<file path="src/design/utf8d_pkg.sv">
`default_nettype none
// ----------------------------------------------------------------------------
// utf8d_pkg
// Shared types, constants and the national letter lookup for the decoder.
// ----------------------------------------------------------------------------
package utf8d_pkg;

	// configuration
	localparam int CFG_INDEX_W = 2;
	localparam logic [CFG_INDEX_W-1:0] REG_MAX_LENGTH   = 2'd0;
	localparam logic [CFG_INDEX_W-1:0] REG_CODE_BASE    = 2'd1;
	localparam logic [CFG_INDEX_W-1:0] REG_INVALID_CODE = 2'd2;

	localparam logic [7:0] MAX_LENGTH_RESET   = 8'd20;
	localparam logic [7:0] CODE_BASE_RESET    = 8'd128;
	localparam logic [7:0] INVALID_CODE_RESET = 8'd127;

	// byte classes
	localparam logic [7:0] LEAD_MIN  = 8'h80;
	localparam logic [7:0] CONT_MASK = 8'h3f;
	localparam logic [7:0] LEAD_MASK = 8'h1f;

	// national letter table; only the first TABLE_ENTRIES are searched
	localparam int TABLE_ENTRIES  = 18;
	localparam int NATIONAL_COUNT = 18;
	localparam int SEARCH_COUNT   = (TABLE_ENTRIES < NATIONAL_COUNT) ?
		TABLE_ENTRIES : NATIONAL_COUNT;
	localparam int POINT_W = 11;

	localparam logic [POINT_W-1:0] NATIONAL_POINTS [NATIONAL_COUNT] = '{
		11'h104, 11'h105, 11'h106, 11'h107, 11'h118, 11'h119,
		11'h141, 11'h142, 11'h143, 11'h144, 11'h0d3, 11'h0f3,
		11'h15a, 11'h15b, 11'h179, 11'h17a, 11'h17b, 11'h17c
	};

	// front to back queue
	localparam int QUEUE_DEPTH = 2;
	localparam int QPTR_W      = (QUEUE_DEPTH > 1) ? $clog2(QUEUE_DEPTH) : 1;
	localparam int QCNT_W      = $clog2(QUEUE_DEPTH + 1);

	typedef struct packed {
		logic [7:0] max_length;
		logic [7:0] code_base;
		logic [7:0] invalid_code;
	} cfg_t;

	typedef enum logic [1:0] {
		KIND_ASCII,
		KIND_NATIONAL,
		KIND_TERM
	} item_kind_t;

	typedef struct packed {
		logic [7:0]         position;
		item_kind_t         kind;
		logic [POINT_W-1:0] value;
		logic               last;
	} queue_item_t;

	// first matching entry wins
	function automatic logic [7:0] national_code(
		input logic [POINT_W-1:0] point,
		input logic [7:0]         code_base,
		input logic [7:0]         invalid_code
	);
		logic [7:0] code;
		code = invalid_code;
		for (int i = SEARCH_COUNT - 1; i >= 0; i--) begin
			if (NATIONAL_POINTS[i] == point)
				code = code_base + 8'(i);
		end
		return code;
	endfunction

endpackage
`default_nettype wire

</file>
<file path="src/design/utf8d_if.sv">
`default_nettype none
// ----------------------------------------------------------------------------
// utf8d_in_if / utf8d_out_if
// Valid/ready channels for raw bytes in and decoded characters out.
// ----------------------------------------------------------------------------
interface utf8d_in_if;
	logic       valid;
	logic       ready;
	logic [7:0] byte_in;
	logic       start_of_string;

	modport source(output valid, output byte_in, output start_of_string, input ready);
	modport sink(input valid, input byte_in, input start_of_string, output ready);
endinterface

interface utf8d_out_if;
	logic       valid;
	logic       ready;
	logic [7:0] position;
	logic [7:0] char_code;
	logic       end_of_text;
	logic       last;

	modport source(output valid, output position, output char_code,
		output end_of_text, output last, input ready);
	modport sink(input valid, input position, input char_code,
		input end_of_text, input last, output ready);
endinterface
`default_nettype wire

</file>
<file path="src/design/utf8_national_char_decoder.sv">
`default_nettype none
// ----------------------------------------------------------------------------
// utf8_national_char_decoder
// Two-byte UTF-8 decoder giving display codes and positions for a text line.
// ----------------------------------------------------------------------------
//
// channel   dir  fields                                       handshake
// byte_ch   in   byte_in[7:0], start_of_string                valid/ready
// char_ch   out  position[7:0], char_code[7:0], end_of_text,  valid/ready
//                last
// wr_*      in   wr_index[1:0], wr_data[7:0]                  wr_en, no wait
//
// One byte a cycle sustained while byte_ch.ready is high; a character word
// is written into the queue by its closing byte, then looked up into the output
// register. The 18 table compares run in parallel in the back stage.
// Reset clears string state and loads max_length 20, code_base 128,
// invalid_code 127; no clearing pass.
// byte_ch.ready drops only when the two-word queue is full, i.e. while the
// output word is stalled and two more words wait behind it.
// ----------------------------------------------------------------------------
module utf8_national_char_decoder import utf8d_pkg::*; (
	input  wire logic                   clk,
	input  wire logic                   arst_n,
	utf8d_in_if.sink                    byte_ch,
	utf8d_out_if.source                 char_ch,
	input  wire logic                   wr_en,
	input  wire logic [CFG_INDEX_W-1:0] wr_index,
	input  wire logic [7:0]             wr_data
);

	cfg_t        cfg_q;

	logic        q_push;
	logic        q_pop;
	logic        q_full;
	logic        q_empty;
	queue_item_t q_item;
	queue_item_t q_head;

	// config registers; writes outside the list are dropped
	always_ff @(posedge clk or negedge arst_n) begin
		if (!arst_n) begin
			cfg_q.max_length   <= MAX_LENGTH_RESET;
			cfg_q.code_base    <= CODE_BASE_RESET;
			cfg_q.invalid_code <= INVALID_CODE_RESET;
		end else if (wr_en) begin
			case (wr_index)
				REG_MAX_LENGTH:   cfg_q.max_length   <= wr_data;
				REG_CODE_BASE:    cfg_q.code_base    <= wr_data;
				REG_INVALID_CODE: cfg_q.invalid_code <= wr_data;
				default: begin
				end
			endcase
		end
	end

	// front: byte acceptance and classification
	utf8d_front u_front (
		.clk     (clk),
		.arst_n  (arst_n),
		.cfg     (cfg_q),
		.byte_ch (byte_ch),
		.q_full  (q_full),
		.q_push  (q_push),
		.q_item  (q_item)
	);

	// decoupling queue
	utf8d_fifo u_fifo (
		.clk       (clk),
		.arst_n    (arst_n),
		.push      (q_push),
		.push_item (q_item),
		.pop       (q_pop),
		.full      (q_full),
		.empty     (q_empty),
		.head      (q_head)
	);

	// back: code lookup and output word register
	utf8d_back u_back (
		.clk     (clk),
		.arst_n  (arst_n),
		.cfg     (cfg_q),
		.q_empty (q_empty),
		.q_head  (q_head),
		.q_pop   (q_pop),
		.char_ch (char_ch)
	);

endmodule
`default_nettype wire

</file>
<file path="src/design/utf8d_front.sv">
`default_nettype none
// ----------------------------------------------------------------------------
// utf8d_front
// Accepts bytes, tracks lead/position/end state and queues classified words.
// ----------------------------------------------------------------------------
module utf8d_front import utf8d_pkg::*; (
	input  wire logic        clk,
	input  wire logic        arst_n,
	input  wire cfg_t        cfg,
	utf8d_in_if.sink         byte_ch,
	input  wire logic        q_full,
	output logic             q_push,
	output queue_item_t      q_item
);

	logic [4:0] lead_bits_q;
	logic       lead_pending_q;
	logic [7:0] char_position_q;
	logic       string_done_q;

	logic       accept;
	logic [7:0] pos;
	logic       pend;
	logic       done;
	logic       produce;
	logic       last;
	logic [8:0] pos_inc;
	logic [7:0] b;

	assign byte_ch.ready = !q_full;
	assign accept        = byte_ch.valid && byte_ch.ready;
	assign b             = byte_ch.byte_in;

	// start of string clears state ahead of the byte
	assign pos     = byte_ch.start_of_string ? 8'd0 : char_position_q;
	assign pend    = byte_ch.start_of_string ? 1'b0 : lead_pending_q;
	assign done    = byte_ch.start_of_string ? 1'b0 : string_done_q;
	assign pos_inc = {1'b0, pos} + 9'd1;
	assign last    = pos_inc >= {1'b0, cfg.max_length};

	always_comb begin
		produce         = 1'b0;
		q_item.position = pos;
		q_item.kind     = KIND_ASCII;
		q_item.value    = {3'd0, b};
		q_item.last     = 1'b0;
		if (!done && pos < cfg.max_length) begin
			if (pend) begin
				produce      = 1'b1;
				q_item.kind  = KIND_NATIONAL;
				q_item.value = {lead_bits_q, b[5:0] & CONT_MASK[5:0]};
				q_item.last  = last;
			end else if (b == 8'd0) begin
				produce     = 1'b1;
				q_item.kind = KIND_TERM;
			end else if (b < LEAD_MIN) begin
				produce     = 1'b1;
				q_item.last = last;
			end
		end
	end

	assign q_push = accept && produce;

	always_ff @(posedge clk or negedge arst_n) begin
		if (!arst_n) begin
			lead_bits_q     <= '0;
			lead_pending_q  <= 1'b0;
			char_position_q <= '0;
			string_done_q   <= 1'b0;
		end else if (accept) begin
			lead_pending_q  <= pend;
			char_position_q <= pos;
			string_done_q   <= done;
			if (!done) begin
				if (pos >= cfg.max_length) begin
					string_done_q  <= 1'b1;
					lead_pending_q <= 1'b0;
				end else if (pend) begin
					lead_pending_q  <= 1'b0;
					char_position_q <= pos_inc[7:0];
					string_done_q   <= last;
				end else if (b == 8'd0) begin
					string_done_q <= 1'b1;
				end else if (b < LEAD_MIN) begin
					char_position_q <= pos_inc[7:0];
					string_done_q   <= last;
				end else begin
					lead_bits_q    <= b[4:0] & LEAD_MASK[4:0];
					lead_pending_q <= 1'b1;
				end
			end
		end
	end

	// after a terminator only a new string can queue another word
	a_term_ends: assert property (@(posedge clk) disable iff (!arst_n)
		(q_push && q_item.kind == KIND_TERM) |=>
			!(q_push && !byte_ch.start_of_string))
		else $error("word queued after terminator without start of string");

endmodule
`default_nettype wire

</file>
<file path="src/design/utf8d_fifo.sv">
`default_nettype none
// ----------------------------------------------------------------------------
// utf8d_fifo
// Short register queue between front and back.
// ----------------------------------------------------------------------------
module utf8d_fifo import utf8d_pkg::*; (
	input  wire logic        clk,
	input  wire logic        arst_n,
	input  wire logic        push,
	input  wire queue_item_t push_item,
	input  wire logic        pop,
	output logic             full,
	output logic             empty,
	output queue_item_t      head
);

	queue_item_t             mem_q [QUEUE_DEPTH];
	logic [QPTR_W-1:0]       wr_ptr_q;
	logic [QPTR_W-1:0]       rd_ptr_q;
	logic [QCNT_W-1:0]       count_q;

	assign full  = count_q == QCNT_W'(QUEUE_DEPTH);
	assign empty = count_q == '0;
	assign head  = mem_q[rd_ptr_q];

	function automatic logic [QPTR_W-1:0] next_ptr(input logic [QPTR_W-1:0] p);
		return (p == QPTR_W'(QUEUE_DEPTH - 1)) ? '0 : p + 1'b1;
	endfunction

	always_ff @(posedge clk) begin
		if (push)
			mem_q[wr_ptr_q] <= push_item;
	end

	always_ff @(posedge clk or negedge arst_n) begin
		if (!arst_n) begin
			wr_ptr_q <= '0;
			rd_ptr_q <= '0;
			count_q  <= '0;
		end else begin
			if (push)
				wr_ptr_q <= next_ptr(wr_ptr_q);
			if (pop)
				rd_ptr_q <= next_ptr(rd_ptr_q);
			if (push && !pop)
				count_q <= count_q + 1'b1;
			else if (pop && !push)
				count_q <= count_q - 1'b1;
		end
	end

	a_no_overflow: assert property (@(posedge clk) disable iff (!arst_n)
		push |-> (!full || pop))
		else $error("queue push while full");

	a_no_underflow: assert property (@(posedge clk) disable iff (!arst_n)
		pop |-> !empty)
		else $error("queue pop while empty");

	a_count_bound: assert property (@(posedge clk) disable iff (!arst_n)
		count_q <= QCNT_W'(QUEUE_DEPTH))
		else $error("queue count beyond depth");

endmodule
`default_nettype wire

</file>
<file path="src/design/utf8d_back.sv">
`default_nettype none
// ----------------------------------------------------------------------------
// utf8d_back
// Maps queued words to display codes into the output register.
// ----------------------------------------------------------------------------
module utf8d_back import utf8d_pkg::*; (
	input  wire logic        clk,
	input  wire logic        arst_n,
	input  wire cfg_t        cfg,
	input  wire logic        q_empty,
	input  wire queue_item_t q_head,
	output logic             q_pop,
	utf8d_out_if.source      char_ch
);

	logic       valid_q;
	logic [7:0] position_q;
	logic [7:0] char_code_q;
	logic       end_of_text_q;
	logic       last_q;

	logic [7:0] code;
	logic       eot;

	always_comb begin
		case (q_head.kind)
			KIND_ASCII: begin
				code = q_head.value[7:0];
				eot  = 1'b0;
			end
			KIND_NATIONAL: begin
				code = national_code(q_head.value, cfg.code_base, cfg.invalid_code);
				eot  = 1'b0;
			end
			KIND_TERM: begin
				code = 8'd0;
				eot  = 1'b1;
			end
			default: begin
				code = cfg.invalid_code;
				eot  = 1'b0;
			end
		endcase
	end

	assign q_pop = !q_empty && (!valid_q || char_ch.ready);

	always_ff @(posedge clk or negedge arst_n) begin
		if (!arst_n) begin
			valid_q <= 1'b0;
		end else if (q_pop) begin
			valid_q <= 1'b1;
		end else if (char_ch.ready) begin
			valid_q <= 1'b0;
		end
	end

	always_ff @(posedge clk) begin
		if (q_pop) begin
			position_q    <= q_head.position;
			char_code_q   <= code;
			end_of_text_q <= eot;
			last_q        <= q_head.last && !eot;
		end
	end

	assign char_ch.valid       = valid_q;
	assign char_ch.position    = position_q;
	assign char_ch.char_code   = char_code_q;
	assign char_ch.end_of_text = end_of_text_q;
	assign char_ch.last        = last_q;

	a_term_word: assert property (@(posedge clk) disable iff (!arst_n)
		(valid_q && end_of_text_q) |-> (char_code_q == 8'd0 && !last_q))
		else $error("terminator word with code or last flag");

endmodule
`default_nettype wire
</file>
<file path="src/flat_wrapper.sv">
// flat-port wrapper written by rule: the top's interface ports become plain ports
module utf8_national_char_decoder_flat import utf8d_pkg::*;
  (clk, arst_n, wr_en, wr_index, wr_data, byte_ch_valid, byte_ch_byte_in, byte_ch_start_of_string, byte_ch_ready, char_ch_valid, char_ch_position, char_ch_char_code, char_ch_end_of_text, char_ch_last, char_ch_ready);
  utf8d_in_if byte_ch_i ();
  utf8d_out_if char_ch_i ();
  input  wire logic clk;
  input  wire logic arst_n;
  input  wire logic wr_en;
  input  wire logic [CFG_INDEX_W-1:0] wr_index;
  input  wire logic [7:0] wr_data;
  input wire logic [$bits(byte_ch_i.valid)-1:0] byte_ch_valid;
  input wire logic [$bits(byte_ch_i.byte_in)-1:0] byte_ch_byte_in;
  input wire logic [$bits(byte_ch_i.start_of_string)-1:0] byte_ch_start_of_string;
  output wire logic [$bits(byte_ch_i.ready)-1:0] byte_ch_ready;
  output wire logic [$bits(char_ch_i.valid)-1:0] char_ch_valid;
  output wire logic [$bits(char_ch_i.position)-1:0] char_ch_position;
  output wire logic [$bits(char_ch_i.char_code)-1:0] char_ch_char_code;
  output wire logic [$bits(char_ch_i.end_of_text)-1:0] char_ch_end_of_text;
  output wire logic [$bits(char_ch_i.last)-1:0] char_ch_last;
  input wire logic [$bits(char_ch_i.ready)-1:0] char_ch_ready;
  assign byte_ch_i.valid = byte_ch_valid;
  assign byte_ch_i.byte_in = byte_ch_byte_in;
  assign byte_ch_i.start_of_string = byte_ch_start_of_string;
  assign byte_ch_ready = byte_ch_i.ready;
  assign char_ch_valid = char_ch_i.valid;
  assign char_ch_position = char_ch_i.position;
  assign char_ch_char_code = char_ch_i.char_code;
  assign char_ch_end_of_text = char_ch_i.end_of_text;
  assign char_ch_last = char_ch_i.last;
  assign char_ch_i.ready = char_ch_ready;
  utf8_national_char_decoder u_core (.clk(clk), .arst_n(arst_n), .byte_ch(byte_ch_i), .char_ch(char_ch_i), .wr_en(wr_en), .wr_index(wr_index), .wr_data(wr_data));
endmodule
</file>
<file path="config.mk">
export PLATFORM = sky130hd
export DESIGN_NAME = utf8_national_char_decoder_flat
export DESIGN_NICKNAME = d
export VERILOG_FILES = /design/src/design/utf8d_pkg.sv /design/src/design/utf8d_if.sv /design/src/design/utf8_national_char_decoder.sv /design/src/design/utf8d_front.sv /design/src/design/utf8d_fifo.sv /design/src/design/utf8d_back.sv /design/src/flat_wrapper.sv
export SDC_FILE = /design/constraint.sdc
export NUM_CORES = 1
export LEC_CHECK = 0
export BUFFER_PORTS_ARGS = -buffer_cell sky130_fd_sc_hd__buf_2
export CORE_MARGIN = 4
export CORE_UTILIZATION = 52
export CTS_CLUSTER_DIAMETER = 120
export DETAILED_ROUTE_END_ITERATION = 6
export PLACE_DENSITY = 0.73
export RECOVER_POWER = 50
export SLEW_MARGIN = 10
export SYNTH_ARGS = -nofsm -noshare
export SYNTH_HDL_FRONTEND = slang
export SYNTH_SLANG_ARGS = --single-unit
</file>
<file path="constraint.sdc">
create_clock -name clk -period 9.1 [get_ports clk]
set_input_delay 1.82 -clock clk [delete_from_list [all_inputs] [get_ports clk]]
set_output_delay 1.82 -clock clk [all_outputs]
set_load 0.1 [all_outputs]
</file>
==> key figures, run 1 <==
Timing
  • Max transition margin: -57.4%
  • Final-report hold violation count: 0
  • Crit path time final: around 5.3 ns
  • Fin. max-slew vios: 99
  • Setup TNS: 0 ns
  • Slew at the pin closest to its max-slew limit: 2.36 ns
  • Tcrit/Tclk final: about three fifths
  • F_max: 187 MHz
  • RSZ-0062 raised after global routing: no
  • Worst Skew: between 0.01 and 0.015 ns
  • Final setup violation count: 0

Run status
  • Failing checks: capacitance limit, slew limit
  • Outcome: complete, but fails checks

Clock network
  • Clock sinks: around 110
  • Post-CTS Resized: 0
  • CTS tree: built
  • H-tree depth: 3
  • Post-CTS setup buffers: 0
  • Latest clock arrival within the worst-skew pair: between 0.3 and 0.4 ns
  • Hold-fix buffers, CTS: 0
  • Reg clk slew, reported paths: about 0.080 ns
  • CTS buffer count: 9
  • Max clock buf depth: 2
  • CTS Root Cell: clkbuf_16

Critical path
  • Crit path cell chain: clkbuf_1 -> nor2b_1 -> ha_1 -> nor2b_1 -> o21ai_0 -> nand2b_1 -> a21oi_1 -> o211ai_1 -> nor3b_1 -> nor2b_2
  • Largest delay share family, worst path: simple AND/OR/NAND/NOR gates
  • Worst reg2reg setup slack: 4.45 ns
  • Worst path max stage delay: 0.96 ns
  • CP required: just over 9 ns
  • Cell mode on critical path: nor2b_1
  • CP max stage cell: nor2b_2
  • Crit-path max FO: 22
  • Element type at the critical path end: flop
  • Kind of critical path: input port to flop
  • Crit path launch type: input port
  • WP data arrival: roughly 5.3 ns
  • CP Buf/Inv Count: 1

Global routing
  • Total grt overflow: 0
  • First-pass GRT wire length: ~40000 um
  • Global Route Usage Sum: 28.8%
  • Antenna violations before repair: 0
  • Vias in the first global route: 7031
  • Pin count of the biggest net entering global routing: between 50 and 60

Logic synthesis
  • Ys flop type: edfxtp_1
  • Synthesized area per cell: 9.32 um^2
  • Post-synth EDFFs: 62
  • Post-synth ARST share: 41.5%
  • Seq/Total Area, Yosys: a little over a third
  • Ys Warns: 0
  • Ranking of synthesized cells by area: edfxtp_1, dfrtp_1, ha_1
  • Post-synthesis cell area: 8140 um^2
  • Post-synth top area share: between 20% and 30%
  • Synthesized flop and latch total: about 110
  • Synthesized Nets: slightly above 900
  • Mapped Cells: a little under 900
  • Count of cell types in the netlist: a little under 100
  • Synth area leader: edfxtp_1
  • Commonest cells post-synth: nand2_1, nor2_1, edfxtp_1, a21oi_1, o21ai_0
  • Most instantiated library cell after synthesis: nand2_1

Power and ir drop
  • Pwr dens: 258 nW/um^2
  • Peak VDD IR: 0.392 mV
  • Int Pwr: 1.17 mW
  • Clk pwr share: ~17%
  • Comb pwr share: approximately 50%
  • P_sw: 1.09 mW
  • Leak pwr: 3.31 nW
  • Sequential share of power: 34.8%
  • Sw frac: about half

Final layout
  • FILL cells: between 1k and 1.5k
  • Reg area: 2980 um^2
  • Share of layout cells above drive strength 1: about 14%
  • Layout area overhead: 7.88%
  • Area occupied by multi-input gates: 4880 um^2
  • Final #Nets: 956
  • Diode count: 0
  • Design area: 8780 um^2

Place
  • DP Area: 8520 um^2
  • PortBufs: 43
  • Final Wtd Congestion: 1.01
  • Placed wire-length estimate: 19000 um

Drt
  • Wirelength, routed: roughly 26000 um
  • Vias post-DR: 7478
  • DR iter-0 viols: roughly 830
  • Antenna viol nets, final: 0
  • DR vias/cell: 6.72
  • Router iterations before antenna repair: 6
  • Drt drc: 0
  • WL/cell: 23.1 um

Hold path
  • Worst min path class: flop to flop

Floorplan
  • Core ar.: between 15000 and 20000 um^2
  • Rows: 45
  • I/O pin count: 44
  • Starting Density: 53.3%
  • DIE WIDTH: approximately 130 um
  • Die area: between 15000 and 20000 um^2
  • Die H: 133 um

Flow run
  • Max-cap violations: 2
==> power by group through the flow <==
stage	Combinational [mW]	Sequential [mW]	Clock, mW
floorplan	0.609	1.02	0
global placement	1.08	0.790	0
detailed placement	1.09	0.793	0
CTS	1.09	0.785	0.383
global route	1.17	0.806	0.402
finish	1.10	0.787	0.374
==> cells in the final DEF, fill, tap and decap left out, drive strengths merged, types with 11 or more instances in the layout <==
master  synthesis  routed
a211oi         12      12
xor2           11      11
a31oi          15      15
and2           16      16
buf            19      36
dfrtp          34      34
edfxtp         62      62
o22ai          12      12
mux2i          12      12
nand2          74      74
nor2           71      71
nor3           18      18
o21ai          55      55
nor2b          12      12
nand3          25      25
xnor2          31      31
mux2           35      35
a21oi          61      61
inv            25      30
clkbuf         23      28
o211ai         11      11
a22o           12      12
ha             35      35
==> flip-flops by register name, summed over array words and instances (netlist names) <==
| signal | count |
|---|---|
| u_core.u_back.char_ch.position | 8 |
| u_core.u_back.char_ch.last | 1 |
| u_core.u_front.char_position_q | 8 |
| u_core.u_fifo.count_q | 2 |
| u_core.u_front.lead_bits_q | 5 |
| u_core.u_back.char_ch.char_code | 8 |
| u_core.u_front.string_done_q | 1 |
| u_core.u_fifo.mem_q | 44 |
| u_core.u_fifo.wr_ptr_q | 1 |
| u_core.u_back.char_ch.valid | 1 |
| u_core.u_front.lead_pending_q | 1 |
| u_core.u_fifo.rd_ptr_q | 1 |
| u_core.u_back.char_ch.end_of_text | 1 |
| u_core.cfg_q | 24 |
==> final timing paths <==
path / start / endpoint / cells after the start
min in group asynchronous: arst_n / u_core.u_front.char_position_q[2]$_DFFE_PN0P_ / 1
max in group asynchronous: arst_n / u_core.cfg_q[7]$_DFFE_PN0P_ / 1
worst min register to register: u_core.u_front.char_position_q[6]$_DFFE_PN0P_ / u_core.u_front.char_position_q[6]$_DFFE_PN0P_ / 1
worst max-delay path: byte_ch_start_of_string / u_core.u_fifo.mem_q[0][2]$_DFFE_PP_ / 10
worst min-delay path: u_core.u_front.char_position_q[6]$_DFFE_PN0P_ / u_core.u_front.char_position_q[6]$_DFFE_PN0P_ / 1
worst max register to register: u_core.u_fifo.rd_ptr_q$_DFFE_PN0P_ / u_core.u_back.char_ch.char_code[6]$_DFFE_PP_ / 8
==> metrics by stage <==
stage | cells | util, % | worst slack, ns | power (mW) | hold slack (ns)
2_1_floorplan | 873 | - | 3.81 | 1.62 | 0.442
3_3_place_gp | 1097 | 55.8 | 3.86 | 1.87 | 0.466
3_5_place_dp | 1097 | 55.8 | 3.79 | 1.88 | 0.463
4_1_cts | 1113 | 57.7 | 4.15 | 2.26 | 0.474
5_1_grt | 1113 | 57.6 | 3.47 | 2.38 | 0.524
6_report | 1113 | 57.6 | 3.77 | 2.26 | 0.474
==> metal layers <==
layer	share of wire, %	wire [um]	global-route usage [%]
met2	45	11700	45.0
met3	8.1	2070	5.40
met1	40	10400	38.0
met5	0	0	0
met4	6.2	1600	15.4
==> cells by family after synthesis <==
family	synth area share (%)
fa+ha+maj	5.38
simple gates	19.6
compound gates	24.0
mux	6.32
xor+xnor	4.52
buf+inv	3.57
flops	36.6
==> area by class of cell <==
type | count | share of cell area (%)
Clock buffer | 9 | 2.56
Multi-Input combinational cell | 700 | 55.5
Timing Repair Buffer | 55 | 3.18
Inverter | 25 | 1.07
Sequential cell | 106 | 33.9
Clock inverter | 7 | 0.769
Tap cell | 211 | 3.01
Power figures use the tool's default switching activity.
==> run 2: changes to the inputs <==
clock period = 5.2 ns   (was 9.1 ns; I/O delays follow)
==> run 2 against run 1 <==
The flow still finishes with violations (capacitance limit, slew limit). First-iteration DRC count rose by 9.4%. Clock-buffer cell count unchanged. Critical path depth up 2. Register-to-register slack got worse by 3.2 ns. Routed wire length fell by 0.14%. Cell count rose by 0.54%. Cell area rose by 0.61%. Sequential share of layout area is 0.19 points lower. Core utilization increased by 0.35 points. Via count is 1.1% higher. Highest routed layer is now met5.
==> key figures, run 2 (same netlist as run 1, synthesis figures left out) <==
Clock network
  • H-tree depth: 3
  • CTS Root Cell: clkbuf_16
  • Max clock buf depth: 2
  • Reg clk slew, reported paths: 0.07 ns
  • CTS buffer count: 9
  • Post-CTS Resized: 0
  • Clock sinks: roughly 110
  • Latest clock arrival within the worst-skew pair: around 0.35 ns
  • Hold-fix buffers, CTS: 0
  • Post-CTS setup buffers: 0
  • CTS tree: built

Critical path
  • Kind of critical path: input port to flop
  • Crit path launch type: input port
  • CP required: 5.24 ns
  • WP data arrival: between 4 and 5 ns
  • Crit-path max FO: 18
  • Element type at the critical path end: flop

Final layout
  • Reg area: 2980 um^2
  • FILL cells: 1363
  • Layout area overhead: 8.55%
  • Area occupied by multi-input gates: approximately 4900 um^2
  • Largest register FFs: 44
  • Share of layout cells above drive strength 1: 14.8%
  • Top Registers: u_core.u_fifo.mem_q: 44 flops, u_core.cfg_q: 24 flops
  • Commonest non-fill, non-tap cells in the layout: nand2_1, nor2_1, edfxtp_1, a21oi_1, o21ai_0
  • Diode count: 0
  • Most common cell after layout, fill and taps aside: nand2_1
  • Final #Nets: 962
  • Final cell count without fillers: about 1.1k
  • Top reg by flops: u_core.u_fifo.mem_q

Drt
  • Router iterations before antenna repair: 6
  • Antenna viol nets, final: 0
  • DR vias/cell: 6.76
  • WL/cell: 23.0 um
  • Drt drc: 0
  • Vias post-DR: between 7k and 8k
  • Wirelength, routed: 25700 um
  • DR iter-0 viols: 912

Run status
  • Outcome: complete, but fails checks
  • Failing checks: capacitance limit, slew limit

Floorplan
  • Core ar.: 15300 um^2
  • Starting Density: 53.3%
  • Die area: 17700 um^2
  • I/O pin count: 44
  • Rows: 45
  • Die H: approximately 130 um
  • DIE WIDTH: 133 um

Flow run
  • Max-cap violations: 1

Power and ir drop
  • Leak pwr: 3.34 nW
  • Sw frac: 48.4%
  • Peak VDD IR: just over 0.5 mV
  • Clk pwr share: 16.8%
  • Pwr dens: between 400 and 500 nW/um^2
  • P_sw: 1.93 mW
  • Comb pwr share: between 40% and 50%
  • Int Pwr: 2.06 mW
  • Sequential share of power: 34.9%

Global routing
  • Total grt overflow: 0
  • First-pass GRT wire length: 39700 um
  • Global Route Usage Sum: roughly 28%
  • Antenna violations before repair: 1
  • Pin count of the biggest net entering global routing: 54
  • Vias in the first global route: 7220

Timing
  • Crit path time final: 4.31 ns
  • Worst hold slack: about 0.49 ns
  • RSZ-0062 raised after global routing: no
  • Setup TNS: 0 ns
  • Tcrit/Tclk final: 82.8%
  • Fin. max-slew vios: 45
  • Max transition margin: -59.3%
  • Final setup violation count: 0
  • Final-report hold violation count: 0
  • Worst Skew: 0.00856 ns
  • Slew at the pin closest to its max-slew limit: 2.39 ns
  • F_max: 232 MHz

Place
  • PortBufs: 43
  • Placed wire-length estimate: just under 20000 um
  • Final Wtd Congestion: slightly above 1
  • Placed Cells incl. Taps: 1103

Hold path
  • Worst min path class: flop to flop
## run 2: layout make-up
class                           count  area share [%]
Tap cell                          211            2.99
Sequential cell                   106            33.7
Inverter                           25            1.06
Multi-Input combinational cell    700            55.2
Clock inverter                      7           0.906
Timing Repair Buffer               61            3.61
Clock buffer                        9            2.55
## run 2: per-stage QoR
stage / utilization [%] / cell area, um^2 / power, mW / setup slack, ns
after global placement: 56.1 / 8560 / 3.29 / 1.06
final: 57.9 / 8840 / 3.99 / 0.895
after CTS: 58.1 / 8870 / 3.98 / 1.25
after global routing: 57.9 / 8840 / 4.18 / 0.651
after detailed placement: 56.1 / 8560 / 3.30 / 0.948
after floorplan: - / 8140 / 2.84 / 0.691
## run 2: final timing paths
check	from	to	slack, ns	cells past startpoint
max	byte_ch_start_of_string	u_core.u_fifo.mem_q[0][5]$_DFFE_PP_	0.89	12
min	u_core.u_front.char_position_q[6]$_DFFE_PN0P_	u_core.u_front.char_position_q[6]$_DFFE_PN0P_	0.49	1
max reg2reg	u_core.u_fifo.rd_ptr_q$_DFFE_PN0P_	u_core.u_back.char_ch.char_code[6]$_DFFE_PP_	1.27	8
min reg2reg	u_core.u_front.char_position_q[6]$_DFFE_PN0P_	u_core.u_front.char_position_q[6]$_DFFE_PN0P_	0.49	1
max in group asynchronous	arst_n	u_core.u_fifo.rd_ptr_q$_DFFE_PN0P_	2.16	2
min in group asynchronous	arst_n	u_core.u_front.char_position_q[3]$_DFFE_PN0P_	1.51	2
## run 2: layer usage
metal / vias up / part of all wire (%) / track usage (%)
li1: 3421 / - / -
met1: 3561 / 39 / 35.5
met2: 456 / 46 / 46.4
met3: 119 / 8.6 / 5.82
met4: 2 / 6.1 / 15.5
met5: - / 0.027 / 0
## run 2: power groups by stage
stage / sequential, mW / clock, mW / combinational, mW
6_report: 1.39 / 0.670 / 1.92
5_1_grt: 1.42 / 0.718 / 2.04
4_1_cts: 1.39 / 0.682 / 1.91
3_5_place_dp: 1.40 / 0 / 1.90
3_3_place_gp: 1.40 / 0 / 1.89
2_1_floorplan: 1.78 / 0 / 1.07
## run 2: critical path, stage by stage
cell and delay, ns:
clkbuf_1 0.56, nor2b_1 0.22, ha_1 0.35, nor2b_1 0.13
o21ai_0 0.14, nand2b_1 0.07, a21oi_1 0.17, o211ai_1 0.11
buf_4 0.17, nor3b_1 0.50, nor2b_2 0.58, buf_4 0.31
==> run 3: changes to the inputs <==
PLACE_DENSITY = 0.75   (was 0.73)
clock period = 3.8 ns   (was 5.2 ns; I/O delays follow)
==> run 3 against run 2 <==
The flow finishes with violations (DRC, capacitance limit, slew limit). Sequential share of layout area shrank 1.1 points. Routed wire length grew 6.6%. Register-to-register slack lost 1.1 ns. Clock skew grew 0.0023 ns. Sequential power grew 35%. Hold slack lost 0.016 ns. Combinational power grew 45%. Largest power group unchanged.
==> key figures, run 3 (same netlist as run 1, synthesis figures left out) <==
Drt
  • Wirelength, routed: roughly 27000 um
  • DR vias/cell: 6.82
  • WL/cell: ~24 um
  • Drt drc: 2
  • Vias post-DR: 7895
  • Router iterations before antenna repair: 7
  • DR iter-0 viols: 1081
  • Antenna viol nets, final: 0

Timing
  • Setup TNS: 0 ns
  • Worst Skew: 0.0108 ns
  • Max transition margin: -60.0%
  • Slew at the pin closest to its max-slew limit: 2.40 ns
  • Tcrit/Tclk final: 94.8%
  • Crit path time final: about 3.6 ns
  • Final-report hold violation count: 0
  • RSZ-0062 raised after global routing: no
  • Fin. max-slew vios: between 40 and 50
  • F_max: 278 MHz
  • Final setup violation count: 0

Floorplan
  • Die area: 17700 um^2
  • Rows: 45
  • Starting Density: 53.3%
  • I/O pin count: 44
  • DIE WIDTH: 133 um
  • Die H: 133 um
  • Core ar.: 15300 um^2

Clock network
  • Hold-fix buffers, CTS: 0
  • Max clock buf depth: 2
  • CTS buffer count: 9
  • CTS tree: built
  • Reg clk slew, reported paths: roughly 0.070 ns
  • Latest clock arrival within the worst-skew pair: 0.36 ns
  • CTS Root Cell: clkbuf_16
  • H-tree depth: 3
  • Clock sinks: 106
  • Post-CTS setup buffers: 0
  • Post-CTS Resized: 0

Power and ir drop
  • Pwr dens: 613 nW/um^2
  • Peak VDD IR: 0.736 mV
  • Sw frac: 47.7%
  • P_sw: 2.67 mW
  • Leak pwr: 3.53 nW
  • Int Pwr: 2.93 mW
  • Overall power: 5.60 mW
  • Sequential share of power: 33.7%
  • Comb pwr share: 49.9%
  • Clk pwr share: between 10% and 20%

Critical path
  • Levels on crit path: 8
  • CP Buf/Inv Count: 0
  • Element type at the critical path end: flop
  • Kind of critical path: flop to flop
  • Worst path max stage delay: between 0.8 and 0.9 ns
  • Crit path launch type: flop
  • Crit-path max FO: 40
  • WP data arrival: 3.69 ns
  • Worst reg2reg setup slack: between 0.15 and 0.2 ns
  • Cell mode on critical path: nand2_1
  • Worst Setup SP: u_core.u_fifo.rd_ptr_q$_DFFE_PN0P_
  • CP required: 3.89 ns
  • Crit path capture: u_core.u_back.char_ch.char_code[3]$_DFFE_PP_
  • Crit path cell chain: or4b_4 -> a221oi_2 -> nand2_1 -> o21ai_0 -> a211o_1 -> o32ai_1 -> a211oi_1 -> nand2_1
  • FF-to-FF Start: u_core.u_fifo.rd_ptr_q$_DFFE_PN0P_
  • FF-to-FF path depth: 8
  • Largest delay share family, worst path: compound AO/OA/AOI/OAI gates
  • Worst flop-to-flop path endpoint: u_core.u_back.char_ch.char_code[3]$_DFFE_PP_
  • CP max stage cell: dfrtp_2

Final layout
  • Reg area: slightly below 3000 um^2
  • Most common cell after layout, fill and taps aside: nand2_1
  • Diode count: 0
  • Top reg by flops: u_core.u_fifo.mem_q
  • Final Util: 59.9%
  • Area occupied by multi-input gates: 4880 um^2
  • Commonest non-fill, non-tap cells in the layout: nand2_1, nor2_1, edfxtp_1, a21oi_1, buf_4
  • Layout area overhead: 12.2%
  • Share of layout cells above drive strength 1: 17.8%
  • FILL cells: 1351
  • Largest register FFs: 44
  • Final #Nets: 1001
  • Top Registers: u_core.u_fifo.mem_q: 44 flops, u_core.cfg_q: 24 flops

Flow run
  • Max-cap violations: 1

Hold path
  • Worst min path class: flop to flop

Global routing
  • Pin count of the biggest net entering global routing: 45
  • Global Route Usage Sum: 30.6%
  • Antenna violations before repair: 0
  • Total grt overflow: 0
  • Vias in the first global route: 7463
  • First-pass GRT wire length: 42400 um

Place
  • Final Wtd Congestion: 1.10
  • Placed wire-length estimate: 20600 um
  • PortBufs: 43

Run status
  • Failing checks: DRC, capacitance limit, slew limit
  • Outcome: complete, but fails checks
-- run 3: how the worst min path moves through the flow --
stage | startpoint | endpoint | depth (start not counted)
floorplan | u_core.u_front.char_position_q[6]$_DFFE_PN0P_ | u_core.u_front.char_position_q[6]$_DFFE_PN0P_ | 1
global placement | u_core.u_front.char_position_q[6]$_DFFE_PN0P_ | u_core.u_front.char_position_q[6]$_DFFE_PN0P_ | 1
detailed placement | u_core.u_front.char_position_q[6]$_DFFE_PN0P_ | u_core.u_front.char_position_q[6]$_DFFE_PN0P_ | 1
CTS | u_core.u_front.char_position_q[6]$_DFFE_PN0P_ | u_core.u_front.char_position_q[6]$_DFFE_PN0P_ | 1
global route | u_core.u_front.char_position_q[6]$_DFFE_PN0P_ | u_core.u_front.char_position_q[6]$_DFFE_PN0P_ | 1
finish | u_core.u_front.char_position_q[6]$_DFFE_PN0P_ | u_core.u_front.char_position_q[6]$_DFFE_PN0P_ | 1
-- run 3: metrics by stage --
step	std cells	setup WS, ns	instance area, um^2	hold slack [ns]
3_5_place_dp	1142	0.216	8880	0.464
6_report	1158	0.198	9130	0.477
2_1_floorplan	873	0.0169	8150	0.442
3_3_place_gp	1142	0.417	8880	0.457
5_1_grt	1158	0.0148	9130	0.513
4_1_cts	1158	0.379	9180	0.474
-- run 3: power groups by stage --
stage               clock [mW]  sequential [mW]  combinational [mW]
global placement             0             1.87                2.73
detailed placement           0             1.89                2.75
floorplan                    0             2.43                1.46
global route             0.992             1.91                2.95
finish                   0.922             1.88                2.79
CTS                      0.945             1.87                2.77
-- run 3: cell type report --
type	count	share of cell area [%]
Timing Repair Buffer	100	6.84
Clock inverter	7	0.726
Tap cell	211	2.89
Clock buffer	9	2.47
Sequential cell	106	32.6
Multi-Input combinational cell	700	53.5
Inverter	25	1.03
-- run 3: routing by layer --
layer	up-vias	track usage [%]	wire [um]
met5	-	0	0
met4	0	19.0	2010
met3	163	6.53	2680
met2	509	47.5	12100
met1	3735	39.0	10600
li1	3488	-	-
